--- src/hdl/pcf_pkg.sv ---
// shared constants, register codes and stage bundles of the pitch complementary filter
// no dependencies; imported by every module of the block
package pcf_pkg;

  localparam int ADC_BITS_DEF = 10;
  localparam int REG_ADDR_W   = 5;
  localparam int G_Q8         = 2511;    // 9.81 m/s^2 in q8.8
  localparam int RAD_Q8       = 14669;   // 57.3 deg/rad in q8.8
  localparam int RATE_K       = 25600;   // 100 * 256
  localparam int ANGLE_MAX    = 46080;
  localparam int RATE_MAX     = 524287;
  localparam int WEIGHT_ONE   = 65536;
  localparam int RATE_W       = 20;
  localparam int ANGLE_W      = 17;
  localparam int WHEEL_W      = 13;
  localparam int GSCALE_W     = 13;
  localparam int PERIOD_W     = 10;
  localparam int WEIGHT_W     = 17;
  localparam int DEN_SW       = 14;      // signed tilt divisor, q8.8
  localparam int DEN_W        = 21;      // tilt divisor magnitude, q.16
  localparam int TILT_W       = 39;      // clamped tilt, signed
  localparam int TILT_MAG_W   = 38;
  localparam longint TILT_LIM = 64'sd1 <<< 37;  // far enough out to force saturation
  localparam int GANG_W       = 21;
  localparam int RM_W         = 30;      // |rate| * period
  localparam int RECIP_W      = 31;
  localparam logic [RECIP_W-1:0] RECIP_1000 = 31'd1099511628;  // ceil(2^40 / 1000)
  localparam int RECIP_SHIFT  = 40;

  typedef enum logic [2:0] {
    REG_X_OFS   = 3'd0,
    REG_X_SCALE = 3'd1,
    REG_Z_OFS   = 3'd2,
    REG_Z_SCALE = 3'd3,
    REG_G_OFS   = 3'd4,
    REG_G_SCALE = 3'd5,
    REG_PERIOD  = 3'd6,
    REG_WEIGHT  = 3'd7
  } reg_idx_e;

  // travels alongside the scaling dividers
  typedef struct packed {
    logic signed [WHEEL_W-1:0] wheel;
    logic signed [ANGLE_W-1:0] prev;
    logic                      fault_x;
    logic                      fault_z;
    logic                      fault_g;
    logic                      neg_x;
  } pcf_front_t;

  // travels alongside the tilt divider
  typedef struct packed {
    logic signed [RATE_W-1:0]  rate;
    logic signed [ANGLE_W-1:0] prev;
    logic [RATE_W-1:0]         gyro_step;
    logic                      step_neg;
    logic                      fault;
    logic                      den_zero;
    logic                      num_neg;
    logic                      tilt_neg;
  } pcf_side_t;

endpackage

--- src/hdl/pcf_div.sv ---
// pipelined unsigned restoring divider, one quotient bit per stage, with sideband
// depends on pcf_pkg only by convention; the stages advance only while en_i is high
module pcf_div import pcf_pkg::*; #(
  parameter int DVD_W  = 30,
  parameter int DVS_W  = 13,
  parameter int SIDE_W = 1
) (
  input  logic              clk_i,
  input  logic              rst_ni,
  input  logic              en_i,
  input  logic              valid_i,
  input  logic [DVD_W-1:0]  dividend_i,
  input  logic [DVS_W-1:0]  divisor_i,
  input  logic [SIDE_W-1:0] side_i,
  output logic              valid_o,
  output logic [DVD_W-1:0]  quotient_o,
  output logic [SIDE_W-1:0] side_o
);

  logic              vld_q  [DVD_W];
  logic [DVS_W-1:0]  rem_q  [DVD_W];
  logic [DVD_W-1:0]  wq_q   [DVD_W];
  logic [DVS_W-1:0]  dvs_q  [DVD_W];
  logic [SIDE_W-1:0] side_q [DVD_W];

  for (genvar s = 0; s < DVD_W; s++) begin : g_stage
    logic              vld_in;
    logic [DVS_W-1:0]  rem_in;
    logic [DVD_W-1:0]  wq_in;
    logic [DVS_W-1:0]  dvs_in;
    logic [SIDE_W-1:0] side_in;
    logic [DVS_W:0]    trial;
    logic [DVS_W:0]    diff;
    logic              take;

    if (s == 0) begin : g_first
      assign vld_in  = valid_i;
      assign rem_in  = '0;
      assign wq_in   = dividend_i;
      assign dvs_in  = divisor_i;
      assign side_in = side_i;
    end else begin : g_next
      assign vld_in  = vld_q[s-1];
      assign rem_in  = rem_q[s-1];
      assign wq_in   = wq_q[s-1];
      assign dvs_in  = dvs_q[s-1];
      assign side_in = side_q[s-1];
    end

    // shift in the next dividend bit, subtract when it fits
    assign trial = {rem_in, wq_in[DVD_W-1]};
    assign diff  = trial - {1'b0, dvs_in};
    assign take  = trial >= {1'b0, dvs_in};

    always_ff @(posedge clk_i or negedge rst_ni) begin
      if (!rst_ni) begin
        vld_q[s] <= 1'b0;
      end else if (en_i) begin
        vld_q[s] <= vld_in;
      end
    end

    always_ff @(posedge clk_i) begin
      if (en_i) begin
        rem_q[s]  <= take ? diff[DVS_W-1:0] : trial[DVS_W-1:0];
        wq_q[s]   <= {wq_in[DVD_W-2:0], take};
        dvs_q[s]  <= dvs_in;
        side_q[s] <= side_in;
      end
    end
  end

  assign valid_o    = vld_q[DVD_W-1];
  assign quotient_o = wq_q[DVD_W-1];
  assign side_o     = side_q[DVD_W-1];

endmodule

--- config.mk ---
export PLATFORM = sky130hd
export DESIGN_NAME = pcf_div
export DESIGN_NICKNAME = d
export VERILOG_FILES = /design/src/hdl/pcf_pkg.sv /design/src/hdl/pcf_div.sv
export SDC_FILE = /design/constraint.sdc
export NUM_CORES = 2
export LEC_CHECK = 0
export ABC_CLOCK_PERIOD_IN_PS = 3130
export BUFFER_PORTS_ARGS = -buffer_cell sky130_fd_sc_hd__buf_2
export CAP_MARGIN = 5
export CORE_MARGIN = 3
export CORE_UTILIZATION = 55
export DETAILED_ROUTE_END_ITERATION = 10
export GPL_TIMING_DRIVEN = 0
export PLACE_DENSITY_LB_ADDON = 0.2
export SLEW_MARGIN = 25
export SYNTH_ARGS = -nofsm -noshare
export SYNTH_HDL_FRONTEND = slang
export SYNTH_SLANG_ARGS = --single-unit
--- constraint.sdc ---
create_clock -name clk_i -period 3.13 [get_ports clk_i]
set_input_delay 0.1565 -clock clk_i [delete_from_list [all_inputs] [get_ports clk_i]]
set_output_delay 0.1565 -clock clk_i [all_outputs]
set_load 0.02 [all_outputs]
After elaboration in Yosys (flattened, before gate mapping) --
Memories as Yosys holds them, arrays and structs flattened. Index checks and enable logic that the tools add are counted.
Storage, ports and cells: flip-flop bits (word level) 30, memories kept 4, memory bits (writable) 1710
Operators by class: $add $sub $neg 30, multiplexer cells 32, $lt $le $gt $ge 30
Memory list:
- wq_q | depth 30, width 30, read ports 30, clocked after Yosys merged registers in 0, wr ports 30, RTL line pcf_div.sv:22 | logic [DVD_W-1:0] wq_q [DVD_W];
- dvs_q | depth 30, width 13, read ports 29, clocked after Yosys merged registers in 0, wr ports 30, RTL line pcf_div.sv:23 | logic [DVS_W-1:0] dvs_q [DVD_W];
- rem_q | depth 30, width 13, read ports 29, clocked after Yosys merged registers in 0, wr ports 30, RTL line pcf_div.sv:21 | logic [DVS_W-1:0] rem_q [DVD_W];
- side_q | depth 30, width 1, read ports 30, clocked after Yosys merged registers in 0, wr ports 30, RTL line pcf_div.sv:24 | logic [SIDE_W-1:0] side_q [DVD_W];
Operator list (number):
- 14-bit by 13-bit greater-or-equal comparator with 1-bit output | 29
- 13-bit two-way mux | 30
- 13-bit subtractor | 29
- 1-bit by 13-bit greater-or-equal comparator with 1-bit output | 1
- 1-bit by 13-bit subtractor with 13-bit output | 1
- 1-bit two-way mux | 2

Longest topological paths before layout --
An unclocked memory read counts as a cell.
word-level depth 3, depth in mapped cells 13

Worst setup path before layout --
Ideal clock, no wire load.
kind flip-flop to flip-flop, start point memory wq_q[7][29] (netlist: wq_q[3][59]), end point memory rem_q[8][10] (netlist: rem_q[2][10]), data pin, setup slack 0.093 ns, cell stages (with the launch flop) 13, required time 2.870 ns, data arrival time 2.777 ns, path buffers 1, period minus slack after synthesis 3.037 ns, cells stage by stage edfxtp_1 -> inv_1 -> ha_1 -> inv_1 -> fa_1 -> a21o_1 -> a21oi_1 -> o211ai_1 -> a41oi_1 -> nor3_1 -> a2111oi_4 -> buf_6 -> mux2_2
RTL lines (RTL line):
- from (decl) | pcf_div.sv:22
- to (decl) | pcf_div.sv:21

==> flow_summary.toml <==
[pwr]
power_density_mw_per_mm2 = 943
p_leak_nw = 32.5
p_clk_frac = 0.265
ir_drop_mv = 0.536
finalPower_mw = 79.9
power.internal_mw = 56.0
net-switching-power_mw = 24.0
p_seq_frac = 0.411
power_frac_comb = 0.324
p_sw_frac = 0.300

[sta]
skew_ns = 0.0277
max_freq_mhz = 326
tightest_slew_ns = 0.927
slew_violations = 0
finalSetupViolations = 0
fin_crit_sh = 0.979
hold_slack_ns = 0.0736
relSlewSlack = 0.376
finalHoldViolCount = 0
post-route-min-period_ns = 3.06
rsz0062_at_grt = "yes"

[clocking]
h-tree-depth = 4
clk_latency_ns = 0.81
clk_pin_slew_ns = 0.06
cts_root_buf = "clkbuf_16"
cts.sinks = 1714
cts_buffer_depth = 3
cts_buffers = 175
tritoncts = "yes"

[floorplan]
die_w_um = 372
dieArea_mm2 = 0.138
core-area_mm2 = 0.132
start_util = 0.557
fp.dieH_um = 372
ios = 80
placementRows = 133

[synthesis]
netlist_area_mm2 = 0.0737
postSynth.asyncResetShare = 0.0175
syn_nets = 5314
synth_area_leader_cell = "edfxtp_1"
ys_top_cells_by_area = "edfxtp_1, ha_1, mux2_2"
synth_seq_area_share = 0.696
ys_seq_elements = 1714
syn_area_per_cell_um2 = 15.2
synth_warnings = 0
synth_top_area_share = 0.686
yosys_most_used_dff = "edfxtp_1"
synth_cell_types = 64
syn_inst = 4859
synth_edf_count = 1684

[route]
drt-pass1-iter-count = 5
wl_per_cell_um = 16.4
wirelength_um = 118000
postRouteAntennaNets = 0
viasPerCell = 5.37
drtIter0Drc = 2306
drc = 0
vias = 38500

[global_routing]
grt_max_degree = 147
gr-usage-all-layers = 0.169
grt_overflow = 0
grt_pass1_wl_um = 190000
antenna_found_initial = 1
first_global_vias = 38100

[run_status]
outcome = "finished clean"

[critical_path]
rr_worst_depth = 13
critPathKind = "register to register"
end_kind = "register"
cpPeakStageDelay_ns = 0.39
path_max_fanout = 4
reg2reg_from = "wq_q[4][29]"
r2r_setup_slack_ns = 0.07
slowest_stage = "fa_2"
r2r-end = "rem_q[2][25]"
crit_path_start_kind = "register"
crit_arrival_ns = 3.61
crit_chain = "inv_2, ha_4, inv_2, fa_2, a211oi_2, o21bai_1, a21oi_2, a21oi_2, o2111ai_2, nor4b_4, buf_4, buf_6, mux2_4"
required_ns = 3.67

[placed_design]
hpwl_um = 76100
gp_congestion = 0.864
port_buffers = 79
postPlaceCellArea_mm2 = 0.0767

[finish]
fillCellCount = 9540
multiInputGateArea_mm2 = 0.0210
diodes = 0
final_common_cell = "edfxtp_1"
stdcell_area_mm2 = 0.0847
seqCellArea_mm2 = 0.0513
final_nets = 5728
syn2layout_area_growth_pct = 15.0
final_cell_mix = "edfxtp_1, inv_1, ha_1, a21oi_1, nor2_1"
drive_above_1_share = 0.160

[min_path]
holdPathStages = 2
hold_start = "dividend_i[0]"
min_path_type = "primary input to register"
hold-path-endpoint = "wq_q[0][1]"

[run]
max_cap_viol_count = 0
-- flip-flops by register name (all words and copies together) (netlist names) --
name / count
g_stage.vld_in: 29
dvs_q: 377
valid_o: 1
wq_q: 900
side_q: 30
rem_q: 377
-- through the flow --
stage / setup slack [ns] / setup TNS (ns) / util / std cells
after floorplan: 0.0933 / 0 / - / 4859
after global placement: -23.94 / - / 0.577 / 6693
after detailed placement: -0.498 / -66.59 / 0.579 / 6706
after CTS: 0.00451 / 0 / 0.633 / 7124
after global routing: -0.0600 / -1.57 / 0.640 / 7170
final: 0.0672 / 0 / 0.640 / 7170
-- worst max-delay path, delay by kind of cell (launching register included) --
family / cells / cell delay (ns)
flops: 1 / 0.37
simple gates: 1 / 0.31
compound gates: 5 / 0.82
buf+inv: 4 / 0.47
mux: 1 / 0.31
fa+ha+maj: 2 / 0.54
-- cell families (layout without fill, tap and decap cells) --
kind of cell / count (synthesis) / after routing / synth area share
flip-flops: 1714 / 1714 / 0.696
AO/OA/AOI/OAI: 891 / 891 / 0.0759
AND/OR/NAND/NOR: 769 / 769 / 0.0533
buffers and inverters: 533 / 1089 / 0.0280
adder cells (fa/ha/maj): 407 / 407 / 0.0720
multiplexers: 290 / 290 / 0.0441
XOR/XNOR: 255 / 255 / 0.0303
-- power groups by stage --
stage	Clock, mW	Combinational [mW]	Sequential [mW]
6_report	21.2	25.9	32.8
5_1_grt	22.8	28.7	33.2
4_1_cts	21.9	24.5	32.8
3_5_place_dp	0	23.5	33.2
3_3_place_gp	0	23.1	34.3
2_1_floorplan	0	18.6	32.4
-- synth_stat cells (all sizes together), types with 22 or more instances --
cell / n
a21o: 99
a21oi: 292
a31oi: 24
and3: 22
clkbuf: 41
dfrtp: 30
edfxtp: 1684
fa: 28
ha: 379
inv: 476
mux2: 254
mux2i: 36
nand2: 165
nand2b: 50
nand3: 23
nand4: 63
nor2: 233
nor2b: 58
nor3: 66
nor4: 26
o21a: 64
o21ai: 228
o21bai: 30
xnor2: 148
xor2: 107
-- what timing repair did --
item,4_1_cts,5_1_grt
endpoints found under the setup margin,298,424
buffers inserted,26,36
gates cloned,0,11
pin swaps,13,47
hold endpoints to repair,155,0
hold buffers,76,0
gates resized for setup,53,193
-- how the worst max path moves through the flow --
stage            startpoint      endpoint  slack [ns]  cells past startpoint
2_1_floorplan   wq_q[3][59]  rem_q[2][10]        0.09                     12
3_3_place_gp           en_i  wq_q[14][56]      -23.94                      1
3_5_place_dp    wq_q[3][59]   rem_q[2][9]       -0.50                     12
4_1_cts        wq_q[11][59]   rem_q[6][7]       0.005                     13
5_1_grt         wq_q[7][59]  rem_q[4][11]       -0.06                     13
6_report        wq_q[4][29]  rem_q[2][25]        0.07                     13
-- metal layers --
layer  part of all wire  up-vias  GRT usage
met3              0.038      236     0.0316
met2               0.48      653      0.278
met5                  0        -          0
li1                   -    19000          -
met4              0.028        0     0.0613
met1               0.45    18600      0.227
-- layout make-up --
class                      count  area share
multi-input combinational   2612       0.248
sequential                  1714       0.606
inverter                     476      0.0211
clock inverter               111      0.0173
clock buffer                 208      0.0531
tap                         1755      0.0259
timing repair buffer         241      0.0250
buffer                        53     0.00393
Power figures use the tool's default switching activity.
