[src/hdl/pcf_pkg.sv]
// shared constants, register codes and stage bundles of the pitch complementary filter
// no dependencies; imported by every module of the block
package pcf_pkg;

  localparam int ADC_BITS_DEF = 10;
  localparam int REG_ADDR_W   = 5;
  localparam int G_Q8         = 2511;    // 9.81 m/s^2 in q8.8
  localparam int RAD_Q8       = 14669;   // 57.3 deg/rad in q8.8
  localparam int RATE_K       = 25600;   // 100 * 256
  localparam int ANGLE_MAX    = 46080;
  localparam int RATE_MAX     = 524287;
  localparam int WEIGHT_ONE   = 65536;
  localparam int RATE_W       = 20;
  localparam int ANGLE_W      = 17;
  localparam int WHEEL_W      = 13;
  localparam int GSCALE_W     = 13;
  localparam int PERIOD_W     = 10;
  localparam int WEIGHT_W     = 17;
  localparam int DEN_SW       = 14;      // signed tilt divisor, q8.8
  localparam int DEN_W        = 21;      // tilt divisor magnitude, q.16
  localparam int TILT_W       = 39;      // clamped tilt, signed
  localparam int TILT_MAG_W   = 38;
  localparam longint TILT_LIM = 64'sd1 <<< 37;  // far enough out to force saturation
  localparam int GANG_W       = 21;
  localparam int RM_W         = 30;      // |rate| * period
  localparam int RECIP_W      = 31;
  localparam logic [RECIP_W-1:0] RECIP_1000 = 31'd1099511628;  // ceil(2^40 / 1000)
  localparam int RECIP_SHIFT  = 40;

  typedef enum logic [2:0] {
    REG_X_OFS   = 3'd0,
    REG_X_SCALE = 3'd1,
    REG_Z_OFS   = 3'd2,
    REG_Z_SCALE = 3'd3,
    REG_G_OFS   = 3'd4,
    REG_G_SCALE = 3'd5,
    REG_PERIOD  = 3'd6,
    REG_WEIGHT  = 3'd7
  } reg_idx_e;

  // travels alongside the scaling dividers
  typedef struct packed {
    logic signed [WHEEL_W-1:0] wheel;
    logic signed [ANGLE_W-1:0] prev;
    logic                      fault_x;
    logic                      fault_z;
    logic                      fault_g;
    logic                      neg_x;
  } pcf_front_t;

  // travels alongside the tilt divider
  typedef struct packed {
    logic signed [RATE_W-1:0]  rate;
    logic signed [ANGLE_W-1:0] prev;
    logic [RATE_W-1:0]         gyro_step;
    logic                      step_neg;
    logic                      fault;
    logic                      den_zero;
    logic                      num_neg;
    logic                      tilt_neg;
  } pcf_side_t;

endpackage

[src/hdl/pcf_blend.sv]
// back end of the pitch filter: tilt and gyro angle, weighted blend, saturation
// depends on pcf_pkg for the sideband struct and constants; three register stages
module pcf_blend import pcf_pkg::*; #(
  parameter int Q_W = 46
) (
  input  logic                      clk_i,
  input  logic                      rst_ni,
  input  logic                      en_i,
  input  logic                      valid_i,
  input  logic [Q_W-1:0]            quot_i,
  input  pcf_side_t                 side_i,
  input  logic [WEIGHT_W-1:0]       weight_i,
  output logic                      valid_o,
  output logic signed [ANGLE_W-1:0] pitch_angle_o,
  output logic signed [RATE_W-1:0]  pitch_rate_o,
  output logic                      div_fault_o
);

  localparam int PT_W  = WEIGHT_W + 1 + TILT_W;
  localparam int PG_W  = WEIGHT_W + 1 + GANG_W;
  localparam int SUM_W = PT_W + 1;
  localparam int ANG_W = SUM_W - 16;

  logic [TILT_MAG_W-1:0]     mag;
  logic signed [TILT_W-1:0]  tilt_d, tilt_q;
  logic signed [GANG_W-1:0]  step, gang_d, gang_q;
  logic [WEIGHT_W-1:0]       wc, wi;
  logic signed [PT_W-1:0]    pt_d, pt_q;
  logic signed [PG_W-1:0]    pg_d, pg_q;
  logic signed [SUM_W-1:0]   sum;
  logic signed [ANG_W-1:0]   ang;
  logic signed [RATE_W-1:0]  rate_f_q, rate_g_q;
  logic                      fault_f_q, fault_g_q;
  logic                      vld_f_q, vld_g_q, vld_o_q;
  logic signed [ANGLE_W-1:0] angle_q;
  logic signed [RATE_W-1:0]  rate_o_q;
  logic                      fault_o_q;
  logic                      sat_hi, sat_lo;

  // stage f: signed tilt, clamped; gyro angle
  always_comb begin
    mag = (quot_i > Q_W'(TILT_LIM)) ? TILT_MAG_W'(TILT_LIM) : quot_i[TILT_MAG_W-1:0];
    if (side_i.den_zero) begin
      tilt_d = side_i.num_neg ? -TILT_W'(ANGLE_MAX) : TILT_W'(ANGLE_MAX);
    end else begin
      tilt_d = side_i.tilt_neg ? -$signed({1'b0, mag}) : $signed({1'b0, mag});
    end
    step   = side_i.step_neg ? -$signed({1'b0, side_i.gyro_step})
                             : $signed({1'b0, side_i.gyro_step});
    gang_d = step + GANG_W'(side_i.prev);
  end

  // weight above one counts as one
  assign wc = (weight_i > WEIGHT_W'(WEIGHT_ONE)) ? WEIGHT_W'(WEIGHT_ONE) : weight_i;
  assign wi = WEIGHT_W'(WEIGHT_ONE) - wc;

  // stage g: weighted products
  assign pt_d = PT_W'($signed({1'b0, wc})) * PT_W'(tilt_q);
  assign pg_d = PG_W'($signed({1'b0, wi})) * PG_W'(gang_q);

  // stage out: round, floor shift, saturate
  assign sum    = SUM_W'(pt_q) + SUM_W'(pg_q) + SUM_W'(32768);
  assign ang    = sum[SUM_W-1:16];
  assign sat_hi = ang > ANG_W'(ANGLE_MAX);
  assign sat_lo = ang < -ANG_W'(ANGLE_MAX);

  always_ff @(posedge clk_i or negedge rst_ni) begin
    if (!rst_ni) begin
      vld_f_q <= 1'b0;
      vld_g_q <= 1'b0;
      vld_o_q <= 1'b0;
    end else if (en_i) begin
      vld_f_q <= valid_i;
      vld_g_q <= vld_f_q;
      vld_o_q <= vld_g_q;
    end
  end

  always_ff @(posedge clk_i) begin
    if (en_i) begin
      tilt_q    <= tilt_d;
      gang_q    <= gang_d;
      rate_f_q  <= side_i.rate;
      fault_f_q <= side_i.fault | side_i.den_zero;
      pt_q      <= pt_d;
      pg_q      <= pg_d;
      rate_g_q  <= rate_f_q;
      fault_g_q <= fault_f_q;
      angle_q   <= sat_hi ? ANGLE_W'(ANGLE_MAX) :
                   sat_lo ? -ANGLE_W'(ANGLE_MAX) : ang[ANGLE_W-1:0];
      rate_o_q  <= rate_g_q;
      fault_o_q <= fault_g_q | sat_hi | sat_lo;
    end
  end

  assign valid_o       = vld_o_q;
  assign pitch_angle_o = angle_q;
  assign pitch_rate_o  = rate_o_q;
  assign div_fault_o   = fault_o_q;

endmodule

[config.mk]
export PLATFORM = sky130hd
export DESIGN_NAME = pcf_blend
export DESIGN_NICKNAME = d
export VERILOG_FILES = /design/src/hdl/pcf_pkg.sv /design/src/hdl/pcf_blend.sv
export SDC_FILE = /design/constraint.sdc
export NUM_CORES = 2
export LEC_CHECK = 0
export BUFFER_PORTS_ARGS = -buffer_cell sky130_fd_sc_hd__clkbuf_2
export CAP_MARGIN = 30
export CORE_MARGIN = 5
export CORE_UTILIZATION = 40
export CTS_CLUSTER_SIZE = 8
export DETAILED_ROUTE_END_ITERATION = 6
export HOLD_SLACK_MARGIN = 0.08
export PLACE_DENSITY = 0.56
export SKIP_LAST_GASP = 1
export SYNTH_ARGS = -nofsm -noshare
export SYNTH_HDL_FRONTEND = slang
export SYNTH_SLANG_ARGS = --single-unit
[constraint.sdc]
create_clock -name clk_i -period 9.78 [get_ports clk_i]
set_clock_uncertainty 0.2 [all_clocks]
set_input_delay 0.489 -clock clk_i [delete_from_list [all_inputs] [get_ports clk_i]]
set_output_delay 0.489 -clock clk_i [all_outputs]
set_load 0.01 [all_outputs]
# --- Yosys cells after proc, flatten, opt, wreduce, memory -nomap -nowiden ---
# Cells that the tools add are included.
op_classes:
  add_sub_neg: 6
  multipliers: 2
  n_lt_le_gt_ge: 4
  muxes: 7
  bitwise_logic: 3
  n_reduce_logical: 1
op_table:
  columns: ["cell", "count"]
  rows:
  - ["two-way mux 39 bit", 3]
  - ["adder 57 x 39 -> 58 bit", 1]
  - ["adder 58 x 17 -> 58 bit (second input constant)", 1]
  - ["multiplier 18 x 39 -> 57 bit", 1]
  - ["> comparator 46 x 38 -> 1 bit (second input constant)", 1]
  - ["> comparator 42 x 17 -> 1 bit (second input constant)", 1]
  - ["less-than comparator 42 x 17 -> 1 bit (second input constant)", 1]
  - ["multiplier 18 x 21 -> 39 bit", 1]
  - ["negation 38 -> 39 bit", 1]
  - ["two-way mux 38 bit", 1]
  - ["two-way mux 17 bit", 2]
  - ["adder 21 x 17 -> 21 bit", 1]
  - ["two-way mux 21 bit", 1]
  - ["negation 20 -> 21 bit", 1]
  - ["> comparator 17 bit (second input constant)", 1]
  - ["subtractor 17 bit (first input constant)", 1]
  - ["bitwise OR 1 bit", 3]
  - ["OR reduction 2 bit", 1]
totals:
  ff_bits: 239
  input_bits: 129
  out_inout_bits: 39
  elab_cells: 38

# --- Logic depth before layout (Yosys ltp) ---
depth:
  word_depth: 5
  ltp_mapped: 41
  depth_no_buf: 38

# --- Worst setup path after synthesis ---
# No wires, ideal clock.
synth_path:
  path_kind: "input -> register"
  startpoint: "input port weight_i[2]"
  endpoint: "register pg_q[38] (data pin)"
  setup_time_ns: 0.260
  t_arrival_ns: 9.542
  required_ns: 9.320
  setup_slack_ns: -0.222
  path_stages: 40
  path_buffers: 4
  cell_sequence: "or3_1 > or3_1 > nand2b_1 > o41ai_2 > and2_1 > clkbuf_1 > clkbuf_1 > inv_1 > ha_1 > nor3b_1 > nor2b_1 > o21ai_2 > nor3_1 > xnor2_1 > clkbuf_1 > nand2_1 > fa_1 > inv_1 > [4 not listed] > fa_1 > fa_1 > inv_1 > fa_1 > inv_1 > ha_1 > clkbuf_1 > a21oi_1 > nor2_1 > nor2_1 > o21ai_0 > o21a_1 > o41a_1 > a41o_1 > or3b_1 > a31o_2 > a21oi_1 > xnor2_1"
synth_via:
  elab_chain_cells: 4
synth_rtl:
  columns: ["element", "line_no", "source"]
  rows:
  - ["start, declared", "pcf_blend.sv:12", "input logic [WEIGHT_W-1:0] weight_i,"]
  - ["> comparator 17 bit", "pcf_blend.sv:54", "assign wc = (weight_i > WEIGHT_W'(WEIGHT_ONE)) ? WEIGHT_W'(WEIGHT_ONE) : weight_i;"]
  - ["two-way mux 17 bit *", "pcf_blend.sv:54", null]
  - ["subtractor 17 bit *", "pcf_blend.sv:55", "assign wi = WEIGHT_W'(WEIGHT_ONE) - wc;"]
  - ["multiplier 18 x 21 -> 39 bit *", "pcf_blend.sv:59", "assign pg_d = PG_W'($signed({1'b0, wi})) * PG_W'(gang_q);"]
  - ["named net pg_d[38]", "pcf_blend.sv:29", "logic signed [PG_W-1:0] pg_d, pg_q;"]
  - ["end signal, assigned", "pcf_blend.sv:86", "pg_q <= pg_d;"]
  - ["end, declared", "pcf_blend.sv:29", null]
# The timed path passes the listed nets; every way through them passes the cells marked *.
# A chain may end at the register's enable or synchronous reset.

# --- Worst setup path after layout ---
# Ends and elaborated chain as after synthesis.

==> run metrics <==
ys flop type=edfxtp_1; Synth Area per Inst=roughly 9 um2; H-tree levels=2; R2R setup slack=around 1.7 ns; gr ovfl total=0; Routed WL per cell=~19 um; Slowest-stage cell, CP=fa_1; Syn Nets=approximately 7,000; share of cells above drive strength 1=0.07891; capturing point of the worst reg2reg path=pt_q[53]; global-route wire length before repair=between 200,000 and 250,000 um; final setup fails=0; Hold EP=tilt_q[3]; sequential area share after synthesis=0.1418; CP dominant cell by count=fa_1; number of port buffers=167; CP max stage delay=0.58 ns; Num CTS Buffers=39; Initial Util=0.4023; Slew headroom=0.3327; maximum root-to-sink buffer count=3; postcts setup bufs=0; IO Count=around 170; critical path arrival=between 9 and 10 ns; buffers and inverters on the worst path=7; final hold viol count=0; Worst Setup Start Kind=input pin; die height=365.4 um; DIE AREA=between 100,000 and 150,000 um2; hold_sp=quot_i[3]; initial antenna violation count=6; Synth Instances=between 5,000 and 6,000; crit-path max FO=10; RR Startpoint=tilt_q[9]; Fill cells=~12,000; Total GRT Usage=0.2120; Crit Path Category=input pin to flip-flop; largest net degree at the start of global routing=127; Crit. End Element=flip-flop; Chip Width=~370 um; RSZ-0062 raised after global routing=false; max frequency=approximately 110 MHz; Clock Latency Late Sink=0.62 ns; Detailed Place HPWL=around 110,000 um; DR DRC count=0; antenna cells=0; Routed Antenna Nets=0; clock slew at reported path FFs=about 0.050 ns; Root Driver=clkbuf_16; Syn-to-layout area delta=9.950%; core area=125,600 um2; Synth warnings=0; gpl congestion=slightly below 0.9; Cell Area, Synth=around 50,000 um2; Final Cycle Share=0.9537; DR vias=37,480; worst slew pin tran=1.001 ns; Slew Limit Fails=0; vias in the first global route=roughly 39,000; initial DRC count=about 2,500; Post-synth EDFFs=236; critical path required time=9.91 ns; final wirelength=between 100,000 and 150,000 um; HP Class=input pin to flip-flop; Yosys reg bits=roughly 240; Site Rows=between 100 and 150; hold_ws=0.1341 ns; Final Net Count=about 7,200; Unique masters post-synth=94; R2R cell count=23; CTS tree=built; Via-to-Cell Ratio=5.071; delay-heaviest family, CP=adder cells; Post-synth ARST share=0.01255; outcome=finished, final reports clean; Final min period=between 9 and 10 ns; First-pass DRT Iterations=5; CTS sink count=between 200 and 250; max-cap violation count=0; Hold Crit Depth=3
-- sequential cells by signal, indices dropped and copies added (netlist names) --
name           flops
vld_f_q            1
tilt_q            39
div_fault_o        1
pitch_rate_o      20
valid_o            1
rate_g_q          20
pitch_angle_o     17
gang_q            21
rate_f_q          20
pg_q              39
fault_g_q          1
fault_f_q          1
pt_q              57
vld_g_q            1
-- cell usage after synthesis (all sizes together), types with 7 or more instances --
cell | count | share of area
nor3 | 51 | 0.0055
buf | 60 | 0.0052
nor2 | 148 | 0.011
o41ai | 9 | 0.0017
o211ai | 17 | 0.0025
xor2 | 62 | 0.011
and3 | 56 | 0.0071
a31oi | 19 | 0.0024
nand3 | 51 | 0.0051
or2 | 10 | 0.0012
o21ai | 122 | 0.012
o31ai | 25 | 0.0040
nand2 | 888 | 0.066
a211oi | 22 | 0.0035
nand2b | 21 | 0.0026
mux2i | 12 | 0.0024
a21oi | 154 | 0.015
inv | 1334 | 0.099
ha | 362 | 0.090
nor2b | 55 | 0.0068
or3 | 20 | 0.0026
nand4 | 31 | 0.0040
a21o | 85 | 0.013
o21bai | 16 | 0.0024
clkbuf | 188 | 0.014
and4 | 8 | 0.0014
a211o | 7 | 0.0012
fa | 983 | 0.39
or4 | 14 | 0.0022
a21boi | 11 | 0.0016
xnor2 | 130 | 0.023
nor4 | 15 | 0.0020
and2 | 229 | 0.028
edfxtp | 236 | 0.14
o21a | 26 | 0.0039
-- worst reg2reg max path: stages, from the launching register on --
cell and delay [ns]:
edfxtp_1 1.00, nand2_1 0.19, fa_1 0.55, inv_1 0.05, fa_1 0.47, inv_1 0.05
fa_1 0.46, fa_1 0.50, inv_1 0.06, fa_1 0.53, fa_1 0.50, ha_1 0.38
o21a_1 0.22, o21ai_0 0.27, nor3_1 0.12, a221oi_1 0.41, a31oi_1 0.21, or2_2 0.40
a21o_1 0.19, a21o_1 0.19, a221o_1 0.30, a21oi_1 0.29, o31ai_1 0.13, xor2_1 0.15
-- worst max path at each step --
stage	startpoint	endpoint	slack, ns	cells past startpoint
global placement	weight_i[2]	pg_q[38]	-0.04	40
finish	weight_i[2]	pg_q[38]	0.45	38
detailed placement	weight_i[2]	pg_q[38]	-0.12	38
floorplan	weight_i[2]	pg_q[38]	0.04	38
global route	weight_i[2]	pg_q[38]	0.03	38
CTS	weight_i[2]	pg_q[38]	0.53	38
-- per-layer routing --
layer  vias to the layer above  wire (um)  share of wire  global-route usage
met5                         -         13       0.000094                   0
met4                         2       3311          0.024             0.05191
met3                       149       8836          0.064             0.03388
met2                      1016      62840           0.45              0.3411
met1                     19020      63150           0.46              0.3018
li1                      17290          -              -                   -
-- kinds of logic after synthesis --
kind of cell / after synthesis / synth area share
muxes: 16 / 0.003270
AOI/OAI and AO/OA: 569 / 0.07441
DFF: 239 / 0.1418
and+or+nand+nor: 1619 / 0.1496
adders and majority gates: 1345 / 0.4793
xor gates and xnor gates: 192 / 0.03329
buffers and inverters: 1583 / 0.1183
-- cell type report --
type / count / area [um2] / share of cell area
flip-flops and latches: 239 / 7162 / 0.1290
multi-input cells: 3741 / 37520 / 0.6756
repair buffers: 370 / 2633 / 0.04740
clock buffers: 45 / 998.5 / 0.01798
clock inverters: 11 / 147.6 / 0.002658
inverters: 1335 / 5011 / 0.09023
well taps: 1650 / 2064 / 0.03717
-- per-stage QoR --
stage / setup TNS, ns / util / instance area, um2 / cells / worst slack [ns]
2_1_floorplan: 0 / - / 50530 / 5563 / 0.03669
3_3_place_gp: -0.04352 / 0.4302 / 54020 / 7299 / -0.04352
3_5_place_dp: -0.1192 / 0.4304 / 54050 / 7301 / -0.1192
4_1_cts: 0 / 0.4423 / 55540 / 7391 / 0.5271
5_1_grt: 0 / 0.4423 / 55540 / 7391 / 0.03181
6_report: 0 / 0.4423 / 55540 / 7391 / 0.4527
-- placed cells by master (no fill, tap or decap), types with 17 or more instances in the layout --
cell and count:
edfxtp_1 236, nor2b_1 42, ha_1 362, or3_1 19, nor3_1 48, a211oi_1 20, o211ai_1 17, nand4_1 30
inv_1 1333, xor2_1 62, dlygate4sd3_1 34, xnor2_1 124, buf_4 154, nand3_1 51, o31ai_1 24, and3_1 54
and2_1 228, a21o_1 85, nand2b_1 21, a31oi_1 19, clkbuf_16 39, nand2_1 887, fa_1 983, nor2_1 147
o21a_1 26, a21oi_1 150, clkbuf_2 166, o21ai_0 113
-- repair_timing --
item                                   4_1_cts  5_1_grt
gates resized for setup                      0        0
endpoints found under the hold margin       34        0
hold buffers                                34        0
Power is left out: the tool's default activity adds up to more than one toggle a clock period on the data nets, which glitch-free logic cannot reach.
