## config.mk

```make
export PLATFORM = sky130hd
export DESIGN_NAME = pcf_regs
export DESIGN_NICKNAME = d
export VERILOG_FILES = /design/src/hdl/pcf_pkg.sv /design/src/hdl/pcf_regs.sv
export SDC_FILE = /design/constraint.sdc
export NUM_CORES = 1
export LEC_CHECK = 0
export BUFFER_PORTS_ARGS = -buffer_cell sky130_fd_sc_hd__buf_4
export CAP_MARGIN = 20
export CELL_PAD_IN_SITES_DETAIL_PLACEMENT = 1
export CELL_PAD_IN_SITES_GLOBAL_PLACEMENT = 1
export CORE_MARGIN = 2
export CORE_UTILIZATION = 41
export CTS_CLUSTER_SIZE = 16
export DETAILED_ROUTE_END_ITERATION = 10
export HOLD_SLACK_MARGIN = 0.08
export PLACE_DENSITY = 0.91
export SLEW_MARGIN = 10
export SYNTH_ARGS = -nofsm -noshare
export SYNTH_HDL_FRONTEND = slang
export SYNTH_SLANG_ARGS = --single-unit
export TNS_END_PERCENT = 1
```

## constraint.sdc

```tcl
create_clock -name clk_i -period 3.9 [get_ports clk_i]
set_input_delay 0.585 -clock clk_i [delete_from_list [all_inputs] [get_ports clk_i]]
set_output_delay 0.585 -clock clk_i [all_outputs]
set_load 0.02 [all_outputs]
```

## src/hdl/pcf_pkg.sv

```systemverilog
// shared constants, register codes and stage bundles of the pitch complementary filter
// no dependencies; imported by every module of the block
package pcf_pkg;

  localparam int ADC_BITS_DEF = 10;
  localparam int REG_ADDR_W   = 5;
  localparam int G_Q8         = 2511;    // 9.81 m/s^2 in q8.8
  localparam int RAD_Q8       = 14669;   // 57.3 deg/rad in q8.8
  localparam int RATE_K       = 25600;   // 100 * 256
  localparam int ANGLE_MAX    = 46080;
  localparam int RATE_MAX     = 524287;
  localparam int WEIGHT_ONE   = 65536;
  localparam int RATE_W       = 20;
  localparam int ANGLE_W      = 17;
  localparam int WHEEL_W      = 13;
  localparam int GSCALE_W     = 13;
  localparam int PERIOD_W     = 10;
  localparam int WEIGHT_W     = 17;
  localparam int DEN_SW       = 14;      // signed tilt divisor, q8.8
  localparam int DEN_W        = 21;      // tilt divisor magnitude, q.16
  localparam int TILT_W       = 39;      // clamped tilt, signed
  localparam int TILT_MAG_W   = 38;
  localparam longint TILT_LIM = 64'sd1 <<< 37;  // far enough out to force saturation
  localparam int GANG_W       = 21;
  localparam int RM_W         = 30;      // |rate| * period
  localparam int RECIP_W      = 31;
  localparam logic [RECIP_W-1:0] RECIP_1000 = 31'd1099511628;  // ceil(2^40 / 1000)
  localparam int RECIP_SHIFT  = 40;

  typedef enum logic [2:0] {
    REG_X_OFS   = 3'd0,
    REG_X_SCALE = 3'd1,
    REG_Z_OFS   = 3'd2,
    REG_Z_SCALE = 3'd3,
    REG_G_OFS   = 3'd4,
    REG_G_SCALE = 3'd5,
    REG_PERIOD  = 3'd6,
    REG_WEIGHT  = 3'd7
  } reg_idx_e;

  // travels alongside the scaling dividers
  typedef struct packed {
    logic signed [WHEEL_W-1:0] wheel;
    logic signed [ANGLE_W-1:0] prev;
    logic                      fault_x;
    logic                      fault_z;
    logic                      fault_g;
    logic                      neg_x;
  } pcf_front_t;

  // travels alongside the tilt divider
  typedef struct packed {
    logic signed [RATE_W-1:0]  rate;
    logic signed [ANGLE_W-1:0] prev;
    logic [RATE_W-1:0]         gyro_step;
    logic                      step_neg;
    logic                      fault;
    logic                      den_zero;
    logic                      num_neg;
    logic                      tilt_neg;
  } pcf_side_t;

endpackage

```

## src/hdl/pcf_regs.sv

```systemverilog
// apb calibration register file of the pitch complementary filter
// depends on pcf_pkg for register codes and widths
module pcf_regs import pcf_pkg::*; #(
  parameter int ADC_BITS = ADC_BITS_DEF
) (
  input  logic                       clk_i,
  input  logic                       rst_ni,
  input  logic                       psel,
  input  logic                       penable,
  input  logic                       pwrite,
  input  logic [REG_ADDR_W-1:0]      paddr,
  input  logic [31:0]                pwdata,
  output logic [31:0]                prdata,
  output logic                       pready,
  output logic [ADC_BITS-1:0]        x_ofs_o,
  output logic [ADC_BITS-1:0]        x_scale_o,
  output logic [ADC_BITS-1:0]        z_ofs_o,
  output logic [ADC_BITS-1:0]        z_scale_o,
  output logic [ADC_BITS-1:0]        g_ofs_o,
  output logic signed [GSCALE_W-1:0] g_scale_o,
  output logic [PERIOD_W-1:0]        period_o,
  output logic [WEIGHT_W-1:0]        weight_o
);

  localparam logic [ADC_BITS-1:0] OFS_RST   = ADC_BITS'(1 << (ADC_BITS - 1));
  localparam logic [ADC_BITS-1:0] SCALE_RST = ADC_BITS'(200);

  logic [ADC_BITS-1:0] x_ofs_q, x_scale_q, z_ofs_q, z_scale_q, g_ofs_q;
  logic [GSCALE_W-1:0] g_scale_q;
  logic [PERIOD_W-1:0] period_q;
  logic [WEIGHT_W-1:0] weight_q;
  logic                wr;
  reg_idx_e            idx;

  assign wr     = psel & penable & pwrite;
  assign idx    = reg_idx_e'(paddr[REG_ADDR_W-1:2]);
  assign pready = 1'b1;

  always_ff @(posedge clk_i or negedge rst_ni) begin
    if (!rst_ni) begin
      x_ofs_q   <= OFS_RST;
      x_scale_q <= SCALE_RST;
      z_ofs_q   <= OFS_RST;
      z_scale_q <= SCALE_RST;
      g_ofs_q   <= OFS_RST;
      g_scale_q <= GSCALE_W'(1);
      period_q  <= PERIOD_W'(10);
      weight_q  <= WEIGHT_W'(64225);
    end else if (wr) begin
      case (idx)
        REG_X_OFS:   x_ofs_q   <= pwdata[ADC_BITS-1:0];
        REG_X_SCALE: x_scale_q <= pwdata[ADC_BITS-1:0];
        REG_Z_OFS:   z_ofs_q   <= pwdata[ADC_BITS-1:0];
        REG_Z_SCALE: z_scale_q <= pwdata[ADC_BITS-1:0];
        REG_G_OFS:   g_ofs_q   <= pwdata[ADC_BITS-1:0];
        REG_G_SCALE: g_scale_q <= pwdata[GSCALE_W-1:0];
        REG_PERIOD:  period_q  <= pwdata[PERIOD_W-1:0];
        REG_WEIGHT:  weight_q  <= pwdata[WEIGHT_W-1:0];
        default: ;
      endcase
    end
  end

  always_comb begin
    case (idx)
      REG_X_OFS:   prdata = 32'(x_ofs_q);
      REG_X_SCALE: prdata = 32'(x_scale_q);
      REG_Z_OFS:   prdata = 32'(z_ofs_q);
      REG_Z_SCALE: prdata = 32'(z_scale_q);
      REG_G_OFS:   prdata = 32'(g_ofs_q);
      REG_G_SCALE: prdata = 32'(g_scale_q);
      REG_PERIOD:  prdata = 32'(period_q);
      REG_WEIGHT:  prdata = 32'(weight_q);
      default:     prdata = '0;
    endcase
  end

  assign x_ofs_o   = x_ofs_q;
  assign x_scale_o = x_scale_q;
  assign z_ofs_o   = z_ofs_q;
  assign z_scale_o = z_scale_q;
  assign g_ofs_o   = g_ofs_q;
  assign g_scale_o = $signed(g_scale_q);
  assign period_o  = period_q;
  assign weight_o  = weight_q;

endmodule

```

### Word level (Yosys, flattened, before mapping)

Index checks and enable logic that the tools add are counted.

| word-level totals | value |
|---|---|
| bits of input ports | 42 |
| register bits | 90 |

| cells by class | value |
|---|---|
| muxes and demuxes | 1 |
| eq/ne operators | 7 |
| bitwise gates (word level) | 2 |
| reduce and logical (&&, ||, !) cells | 9 |

Operators by type and width:

| kind | count |
|---|---|
| case mux 32 bit (8 select lines) | 1 |
| AND reduction 2 bit | 8 |
| == test 3 bit (second input constant) | 4 |
| == test 3 x 2 -> 1 bit (second input constant) | 2 |
| == test 3 x 1 -> 1 bit (second input constant) | 1 |
| zero test 3 bit | 1 |
| bitwise AND 1 bit | 2 |

### Longest topological paths before layout

Gate-level depths: netlist of run 1.

| logic depth | value |
|---|---|
| depth in word-level cells | 3 |
| depth in mapped cells | 5 |
| gate-level depth less buffers | 3 |

### Worst setup path after synthesis of run 1

Ideal clock, no wire load.

| timing | value |
|---|---|
| path type | in2out |
| from | in paddr[3] |
| to | out prdata[7] |
| data arrival time | 1625 ps |
| stages on the path | 5 |
| required time | 3315 ps |
| path slack | 1690 ps |
| path through | buf_2 > buf_2 > mux2i_1 > o22ai_1 > o22a_1 |

| on the way | value |
|---|---|
| cells in the longest elaborated chain, start to end | 2 |

Ends and longest elaborated chain:

| item | line | RTL |
|---|---|---|
| start, declared | pcf_regs.sv:11 | `input logic [REG_ADDR_W-1:0] paddr,` |
| == test 3 bit, or another cell as far along | pcf_regs.sv:65 | `case (idx)` |
| case mux 32 bit (8 select lines) (*) | pcf_regs.sv:65 |  |
| end, declared | pcf_regs.sv:13 | `output logic [31:0] prdata,` |

Every way passes the cells marked *; elsewhere a longest branch is shown, timed or not. The select of a mux whose other input is x is not followed.

### Worst setup path after layout of run 1

| timing | value |
|---|---|
| from | in paddr[3] |
| to | out prdata[5] |

Same word-level chain as after synthesis.

==> out/summary.txt, run 1 <==
result of the run: completed
DR DRC count: 0
cell family with the largest share of critical-path delay: buffers and inverters
adder-cell share of the synthesized area: 0
Reg-to-Reg Start: period_o[8]$_DFFE_PN0P_
final WL: 12440 um
post-detailed-route via-to-cell ratio: 5.346
logic depth of the worst register-to-register path: 1
number of placed I/O pins: 165
area taken by multi-input logic gates: 1834 sq um
top routing layer in use: met4
area post-placement: 5320 sq um
power dissipated by switching net loads: 1007 uW
parity-gate share of the synthesized area counting xor and xnor cells: 0
count of hold buffers inserted by post-cts repair: 0
maximum number of pins on one net before global-route repair: 68
top cells by count, synth: 89 x mux2_2, 68 x dfrtp_1, 33 x mux2i_1
TritonCTS Sinks: 90
class of the worst hold path: primary input to asynchronous set/reset pin
initial core utilization: 0.4179
Post-Syn Area per Cell: 13.73 sq um
switching part of the total power: 0.3273
met2 WL post-DR: 6277 um
antenna diode count: 0
final instance area: 5573 sq um
Leak Pwr: 0.002685 uW
cell count along the critical path: 6
Post-DRT Antenna Nets: 0
largest family of logic cells by synthesized area: multiplexers
post-layout min period: 2788 ps
synthesized-area fraction occupied by ao, oa, aoi and oai cells: 0.05291
share of post-route cells with drive strength above 1: 0.6067
wire length of the first global-routing pass: 18920 um
most instantiated flip-flop cell in the synthesis netlist: dfrtp_1
kind of capture point of the worst setup path: output port
layout net count: 482
global route total overflow: 0
maximum root-to-sink buffer count: 2
filler instances: 1064
Area growth, synth to finish: 30.92%
relative contribution of the clock network to total power: 0.259
synthesis warning total: 0
Finish-stage setup viols: 0
Critical Setup Path Class: primary input to output port
required time worst endpoint: 3310 ps
post-CTS setup repair buffer count: 0
FF+latch count, synth: 90
most common cell in the synthesized netlist: mux2_2
number of enable flip-flop cells after synthesis: 0
setup TNS: 0 ps
sum of met3 wire segment lengths after detailed routing: 703 um
final-layout worst hold slack: 313.4 ps
arrival time worst endpoint: 2200 ps
placeable core area: 10180 sq um
largest cells by area after synthesis: dfrtp_1 40%, mux2_2 24%, dfstp_2 14%, mux2i_1 7.8%, buf_4 2.8%
filler-free cell count of the finished design: 581
end of the worst register-to-register path: period_o[8]$_DFFE_PN0P_
routability cong.: 0.7793
Die Span X: 105.9 um
clock tree from TritonCTS: done
total internal power: 2070 uW
sequential group share of total power: 0.423
root buffer cell: clkbuf_8
proportion of netlist area held by the largest area contributor: 0.3998
antenna violations before repair: 0
height of the die: 105.9 um
r2r setup slk: 3070 ps
met1 wire length: 5333 um
cell-by-cell trace of the critical path: buf_4 -> buf_4 -> mux2i_1 -> a211oi_1 -> o22a_1 -> buf_4
vias in the first global route: 3245
crit start category: primary input
clock buffer count from CTS: 9
RSZ-0062 raised after global routing: false
Crit path top cell by count: buf_4
CP Max Fanout: 33
Gate Count Post-Synth: 310
ratio of final minimum period to clock period: 0.7149
Overall Global Routing Usage: 0.2233
routed len/inst: 21.41 um
Comb power frac: 0.318
detailed-routing iteration count for the pre-antenna-repair pass: 4
Total Die Area: 11210 sq um
count of maximum capacitance violations: 0
max frequency: 358.7 MHz
area of all sequential standard cells: 2280 sq um
pins over their slew limit: 0
Post-Route Utilization: 0.5472
top cell type by total area after synthesis: dfrtp_1
final hold violations: 0
vias: 3106
unique cell type count in the Yosys netlist: 23
count of instances resized after the clock tree is built: 0
number of DRC violations after detailed-routing iteration 0: 144
cell area after synthesis: 4257 sq um
delay of the slowest cell on the worst path: 410 ps
Clock transition at path regs: 90 ps
Synth Area in Simple Gates: 0.04762
number of buffers added on ports: 131
share of flip-flops with an asynchronous set or reset after synthesis: 1.000
worst rel slew slack: 0.4309
Cells after DPL: 565
Crit path buffers/inverters: 3
Least-Margin Pin Slew: 853.7 ps
power per cell area: 552.2 nW/um^2
H-tree level count: 3
end point of the critical path: prdata[5]
Worst IR Drop VDD: 0.2402 mV
post-DP HPWL: 8628 um
slowest stage cell on the critical path: buf_4
multiplexer share of the synthesized area: 0.3157
worst clock skew: 0 ps
number of standard-cell rows in the floorplan: 37
sequential cell area fraction in the yosys report: 0.5356
insertion delay of the later-clocked pin in the worst-skew pair: 350 ps
timing startpoint of the critical path: paddr[3]
==> registers in the layout, indices dropped and copies added, names as in the netlist <==
register,flops
weight_o,17
g_ofs_o,10
x_ofs_o,10
period_o,10
z_scale_o,10
x_scale_o,10
z_ofs_o,10
g_scale_o,13
==> routing by layer <==
layer / up-vias / track usage
li1: 1364 / -
met1: 1618 / 0.2918
met2: 110 / 0.3811
met3: 14 / 0.04353
met4: 0 / 0.06015
met5: - / 0
==> metrics by stage <==
| step | worst slack, ps | total power [uW] |
|---|---|---|
| final | 1112 | 3078 |
| after global routing | 1041 | 3216 |
| after CTS | 1106 | 3107 |
| after detailed placement | 1125 | 2309 |
| after global placement | 1189 | 2259 |
| after floorplan | 1690 | 1843 |
==> power by group through the flow <==
stage / clock [uW] / combinational, uW / sequential [uW]
after floorplan: 0 / 328 / 1520
after global placement: 0 / 959 / 1300
after detailed placement: 0 / 987 / 1320
after CTS: 813 / 990 / 1300
after global routing: 850 / 1040 / 1330
final: 796 / 979 / 1300
==> how the worst min path moves through the flow <==
stage | end | slack, ps | cells after the start
finish | g_scale_o[11]$_DFFE_PN0P_ | 310 | 1
global route | g_scale_o[11]$_DFFE_PN0P_ | 370 | 1
CTS | g_scale_o[11]$_DFFE_PN0P_ | 350 | 1
detailed placement | x_ofs_o[0]$_DFFE_PN0P_ | 530 | 1
global placement | g_ofs_o[8]$_DFFE_PN0P_ | 510 | 1
floorplan | g_ofs_o[0]$_DFFE_PN0P_ | 290 | 0
==> area by class of cell <==
class / instances / area share
timing repair buffer: 138 / 0.1859
sequential: 90 / 0.4091
clock inverter: 4 / 0.01751
clock buffer: 12 / 0.02784
tap: 136 / 0.03053
multi-input combinational: 201 / 0.3291
==> kinds of logic after synthesis <==
group | Yosys count
AND/OR/NAND/NOR | 32
AO/OA/AOI/OAI | 30
flip-flops | 90
buffers and inverters | 33
other | 2
multiplexers | 123
==> cell usage in the layout (no fill, tap or decap) <==
| master | synthesis | routed |
|---|---|---|
| nor2_2 | 5 | 6 |
| or3_1 | 3 | 3 |
| clkinvlp_4 | 0 | 1 |
| and2_1 | 1 | 1 |
| clkbuf_1 | 5 | 1 |
| nand2_1 | 1 | 1 |
| mux2i_1 | 33 | 33 |
| o22a_1 | 10 | 10 |
| nand4b_1 | 1 | 1 |
| conb_1 | 2 | 16 |
| buf_4 | 16 | 138 |
| dfrtp_1 | 68 | 68 |
| dfstp_2 | 22 | 22 |
| and3_1 | 4 | 4 |
| mux2_1 | 1 | 1 |
| o22ai_1 | 10 | 10 |
| nor3b_1 | 10 | 10 |
| a211oi_1 | 10 | 10 |
| clkbuf_8 | 0 | 11 |
| nand4_1 | 1 | 1 |
| nor2_1 | 4 | 3 |
| nand2b_1 | 2 | 2 |
| mux2_2 | 89 | 89 |
| bufinv_16 | 0 | 3 |
Note: power is estimated with default switching activity, not from simulation.
==> run 2: changes to the inputs <==
--- a/config.mk
+++ b/config.mk
@@ -10,11 +10,11 @@
 export CELL_PAD_IN_SITES_DETAIL_PLACEMENT = 1
 export CELL_PAD_IN_SITES_GLOBAL_PLACEMENT = 1
 export CORE_MARGIN = 2
-export CORE_UTILIZATION = 41
+export CORE_UTILIZATION = 34
 export CTS_CLUSTER_SIZE = 16
 export DETAILED_ROUTE_END_ITERATION = 10
 export HOLD_SLACK_MARGIN = 0.08
-export PLACE_DENSITY = 0.91
+export PLACE_DENSITY = 0.81
 export SLEW_MARGIN = 10
 export SYNTH_ARGS = -nofsm -noshare
 export SYNTH_HDL_FRONTEND = slang
==> constraint.sdc (replaced) <==
create_clock -name clk_i -period 2.34 [get_ports clk_i]
set_input_delay 0.351 -clock clk_i [delete_from_list [all_inputs] [get_ports clk_i]]
set_output_delay 0.351 -clock clk_i [all_outputs]
set_load 0.02 [all_outputs]
==> out/summary.txt, run 2 (synthesis results as in run 1) <==
result of the run: completed
layout net count: 495
Critical Setup Path Class: primary input to output port
Clock transition at path regs: 60 ps
RSZ-0062 raised after global routing: false
vias: 3125
DR DRC count: 0
delay of the slowest cell on the worst path: 300 ps
detailed-routing iteration count for the pre-antenna-repair pass: 4
routability cong.: 0.7606
filler instances: 1269
area of all sequential standard cells: 2280 sq um
number of standard-cell rows in the floorplan: 40
filler-free cell count of the finished design: 626
clock buffer count from CTS: 9
end point of the critical path: prdata[5]
antenna violations before repair: 0
Reg-to-Reg Start: x_ofs_o[8]$_DFFE_PN0P_
height of the die: 115.9 um
count of maximum capacitance violations: 0
commonest non-fill, non-tap cell in the layout: buf_4
Overall Global Routing Usage: 0.1911
Worst IR Drop VDD: 0.3406 mV
placeable core area: 12110 sq um
area taken by multi-input logic gates: 1834 sq um
pins over their slew limit: 0
global route total overflow: 0
wire length of the first global-routing pass: 18980 um
hold_sp: pwdata[16]
Finish-stage setup viols: 0
Cells after DPL: 609
post-layout min period: 2081 ps
CP Max Fanout: 18
cell-by-cell trace of the critical path: buf_4 -> nand2_1 -> buf_4 -> o22ai_1 -> o22a_1 -> buf_4
number of DRC violations after detailed-routing iteration 0: 55
required time worst endpoint: 1990 ps
insertion delay of the later-clocked pin in the worst-skew pair: 330 ps
final WL: 12480 um
post-CTS setup repair buffer count: 0
Crit path top cell by count: buf_4
Total Die Area: 13430 sq um
vias in the first global route: 3338
Least-Margin Pin Slew: 685.5 ps
power per cell area: 920.4 nW/um^2
timing startpoint of the critical path: paddr[2]
r2r setup slk: 1530 ps
class of the worst hold path: primary input to flop
final hold violations: 0
crit start category: primary input
Overall Power: 5349 uW
number of flip-flops under the largest register name: 17
kind of capture point of the worst setup path: output port
arrival time worst endpoint: 1730 ps
Post-DRT Antenna Nets: 0
worst rel slew slack: 0.5430
maximum root-to-sink buffer count: 2
max frequency: 480.6 MHz
routed len/inst: 19.94 um
maximum number of pins on one net before global-route repair: 52
root buffer cell: clkbuf_16
logic depth of the worst register-to-register path: 1
worst clock skew: 0 ps
commonest non-fill, non-tap cells in the layout: 147 x buf_4, 89 x mux2_2, 68 x dfrtp_1
share of post-route cells with drive strength above 1: 0.6092
post-DP HPWL: 8841 um
antenna diode count: 0
final-layout worst hold slack: 254.7 ps
Area growth, synth to finish: 36.54%
H-tree level count: 3
Die Span X: 115.9 um
post-detailed-route via-to-cell ratio: 4.992
slowest stage cell on the critical path: nand2_1
number of placed I/O pins: 165
Leak Pwr: 0.002792 uW
clock tree from TritonCTS: done
initial core utilization: 0.3514
end of the worst register-to-register path: x_ofs_o[8]$_DFFE_PN0P_
number of buffers added on ports: 131
setup TNS: 0 ps
ratio of final minimum period to clock period: 0.8893
TritonCTS Sinks: 90
run 2: cell types whose count changed in the layout (fill, tap and decap cells not counted), sizes merged:
| cell | delta |
|---|---|
| dlygate4sd3 | +1 |
| buf | +12 |
| bufinv | -1 |
| clkinvlp | -1 |
| clkbuf | +2 |
run 2: how the worst min path moves through the flow:
stage | endpoint | slack, ps | cells past startpoint
floorplan | g_ofs_o[0]$_DFFE_PN0P_ | 60 | 0
global placement | x_ofs_o[7]$_DFFE_PN0P_ | 360 | 1
detailed placement | g_scale_o[7]$_DFFE_PN0P_ | 370 | 1
CTS | weight_o[16]$_DFFE_PN0P_ | 240 | 2
global route | weight_o[13]$_DFFE_PN1P_ | 240 | 2
finish | weight_o[16]$_DFFE_PN0P_ | 250 | 2
run 2: cell type report:
type	instances	area share
Multi-Input combinational cell	201	0.3156
Sequential cell	90	0.3923
Timing Repair Buffer	151	0.2019
Clock inverter	2	0.01033
Clock buffer	14	0.04370
Tap cell	168	0.03617
run 2: per-stage QoR:
step / cell area (sq um) / worst slack [ps] / utilization
after floorplan: 4309 / 598.4 / -
after global placement: 5488 / 309.2 / 0.4531
after detailed placement: 5488 / 277.8 / 0.4531
after CTS: 5812 / 278.6 / 0.4799
after global routing: 5812 / 195.6 / 0.4799
final: 5812 / 259.1 / 0.4799
run 2: where the power goes:
part / total (uW) / switching, uW / leakage (uW) / internal, uW
Combinational: 1630 / 856 / 0.00154 / 778
Clock: 1540 / 577 / 0.000151 / 968
Sequential: 2170 / 253 / 0.00110 / 1920
run 2: metal layers:
layer	part of all wire	wire [um]	vias up	global-route usage
li1	-	-	1395	-
met1	0.42	5268	1601	0.2384
met2	0.49	6069	116	0.3205
met3	0.078	969	13	0.05701
met4	0.014	176	0	0.05952
met5	0	0	-	0
run 2: worst max-delay path: cells and delay by family:
family                 cells  cell delay, ps
buffers and inverters      3             690
AOI/OAI and AO/OA          2             390
and+or+nand+nor            1             300
run 2: repair_timing:
item | in CTS | in global routing
resized for setup | 0 | 0
hold endpoints to repair | 28 | 0
hold buffers | 1 | 0
==> run 3: changes to the inputs <==
--- a/config.mk
+++ b/config.mk
@@ -9,7 +9,6 @@
 export CAP_MARGIN = 20
 export CELL_PAD_IN_SITES_DETAIL_PLACEMENT = 1
 export CELL_PAD_IN_SITES_GLOBAL_PLACEMENT = 1
-export CORE_MARGIN = 2
 export CORE_UTILIZATION = 34
 export CTS_CLUSTER_SIZE = 16
 export DETAILED_ROUTE_END_ITERATION = 10
==> out/summary.txt, run 3 (synthesis results as in run 1) <==
slowest stage cell on the critical path: nand2b_1
vias in the first global route: 3391
required time worst endpoint: 1990 ps
number of placed I/O pins: 165
power per cell area: 891.9 nW/um^2
pins over their slew limit: 0
RSZ-0062 raised after global routing: false
commonest non-fill, non-tap cell in the layout: buf_4
max frequency: 502.0 MHz
arrival time worst endpoint: 1640 ps
post-layout min period: 1992 ps
share of post-route cells with drive strength above 1: 0.6139
result of the run: completed
class of the worst hold path: primary input to flop
post-detailed-route via-to-cell ratio: 4.925
Reg-to-Reg Start: g_ofs_o[8]$_DFFE_PN0P_
maximum number of pins on one net before global-route repair: 50
ratio of final minimum period to clock period: 0.8513
post-DP HPWL: 9035 um
height of the die: 113.9 um
Leak Pwr: 0.002778 uW
Min-Delay Path Depth: 2
layout net count: 498
initial core utilization: 0.3514
vias: 3098
setup TNS: 0 ps
number of buffers added on ports: 131
antenna violations before repair: 0
post-CTS setup repair buffer count: 0
Area growth, synth to finish: 35.39%
Overall Global Routing Usage: 0.2055
Worst IR Drop VDD: 0.3922 mV
Critical Setup Path Class: primary input to output port
maximum root-to-sink buffer count: 2
timing startpoint of the critical path: paddr[2]
number of DRC violations after detailed-routing iteration 0: 106
area post-placement: 5485 sq um
kind of capture point of the worst setup path: output port
Crit path top cell by count: buf_4
global route total overflow: 0
delay of the slowest cell on the worst path: 330 ps
routability cong.: 0.7705
Finish-stage setup viols: 0
number of flip-flops under the largest register name: 17
logic depth of the worst register-to-register path: 1
DR DRC count: 0
placeable core area: 12110 sq um
H-tree level count: 3
Die Span X: 113.9 um
Clock transition at path regs: 70 ps
final-layout worst hold slack: 244.2 ps
Post-Route Utilization: 0.4758
Least-Margin Pin Slew: 649.7 ps
cell-by-cell trace of the critical path: buf_4 -> nand2b_1 -> buf_4 -> o22ai_1 -> o22a_1 -> buf_4
hold_sp: pwdata[11]
Total Die Area: 12970 sq um
clock buffer count from CTS: 9
insertion delay of the later-clocked pin in the worst-skew pair: 340 ps
final instance area: 5763 sq um
detailed-routing iteration count for the pre-antenna-repair pass: 4
antenna diode count: 0
wire length of the first global-routing pass: 19520 um
count of maximum capacitance violations: 0
TritonCTS Sinks: 90
final hold violations: 0
Post-DRT Antenna Nets: 0
worst rel slew slack: 0.5669
number of standard-cell rows in the floorplan: 40
commonest non-fill, non-tap cells in the layout: 152 x buf_4, 89 x mux2_2, 68 x dfrtp_1
CP Max Fanout: 18
final WL: 12330 um
routed len/inst: 19.60 um
crit start category: primary input
worst clock skew: 0 ps
root buffer cell: clkbuf_16
clock tree from TritonCTS: done
## run 3: repair_timing
item | CTS | global route
resized for setup | 0 | 0
hold buffers | 1 | 0
hold endpoints to repair | 37 | 0
## run 3: path summary, 6_finish.rpt
check,slack [ps],to
setup / recovery,350,prdata[9]
hold / removal,240,weight_o[11]$_DFFE_PN1P_
setup reg to reg,1520,g_ofs_o[8]$_DFFE_PN0P_
hold reg to reg,540,z_ofs_o[5]$_DFFE_PN0P_
max in group asynchronous,1020,period_o[3]$_DFFE_PN1P_
min in group asynchronous,580,g_scale_o[12]$_DFFE_PN0P_
## run 3: per-layer routing
layer	track usage	routed length [um]	part of all wire
met3	0.05420	664	0.054
met2	0.3500	6231	0.51
met1	0.2573	5263	0.43
met4	0.05801	165	0.013
met5	0	0	0
## run 3: cell type report
type                            instances  area [sq um]
Tap cell                              168         210.2
Fill cell                            1268          6349
Timing Repair Buffer                  154          1171
Sequential cell                        90          2280
Multi-Input combinational cell        201          1834
Clock inverter                          3         17.52
Clock buffer                           13         250.2
## run 3: per-stage QoR
step	std cells	power (uW)	worst slack, ps
after CTS	629	5205	329.8
after detailed placement	612	3852	263.1
after floorplan	324	3072	598.4
after global placement	612	3791	277.5
final	629	5140	348.0
after global routing	629	5415	257.8
## run 3: critical path: cells and delay by family
| kind | cells | cell delay (ps) |
|---|---|---|
| buffers and inverters | 3 | 620 |
| AO/OA/AOI/OAI | 2 | 340 |
| AND/OR/NAND/NOR | 1 | 330 |
## run 3: power breakdown
group / internal (uW) / leakage, uW / switching, uW
Combinational: 778 / 0.00155 / 854
Clock: 746 / 0.000130 / 588
Sequential: 1920 / 0.00110 / 256
Total: 3440 / 0.00278 / 1700
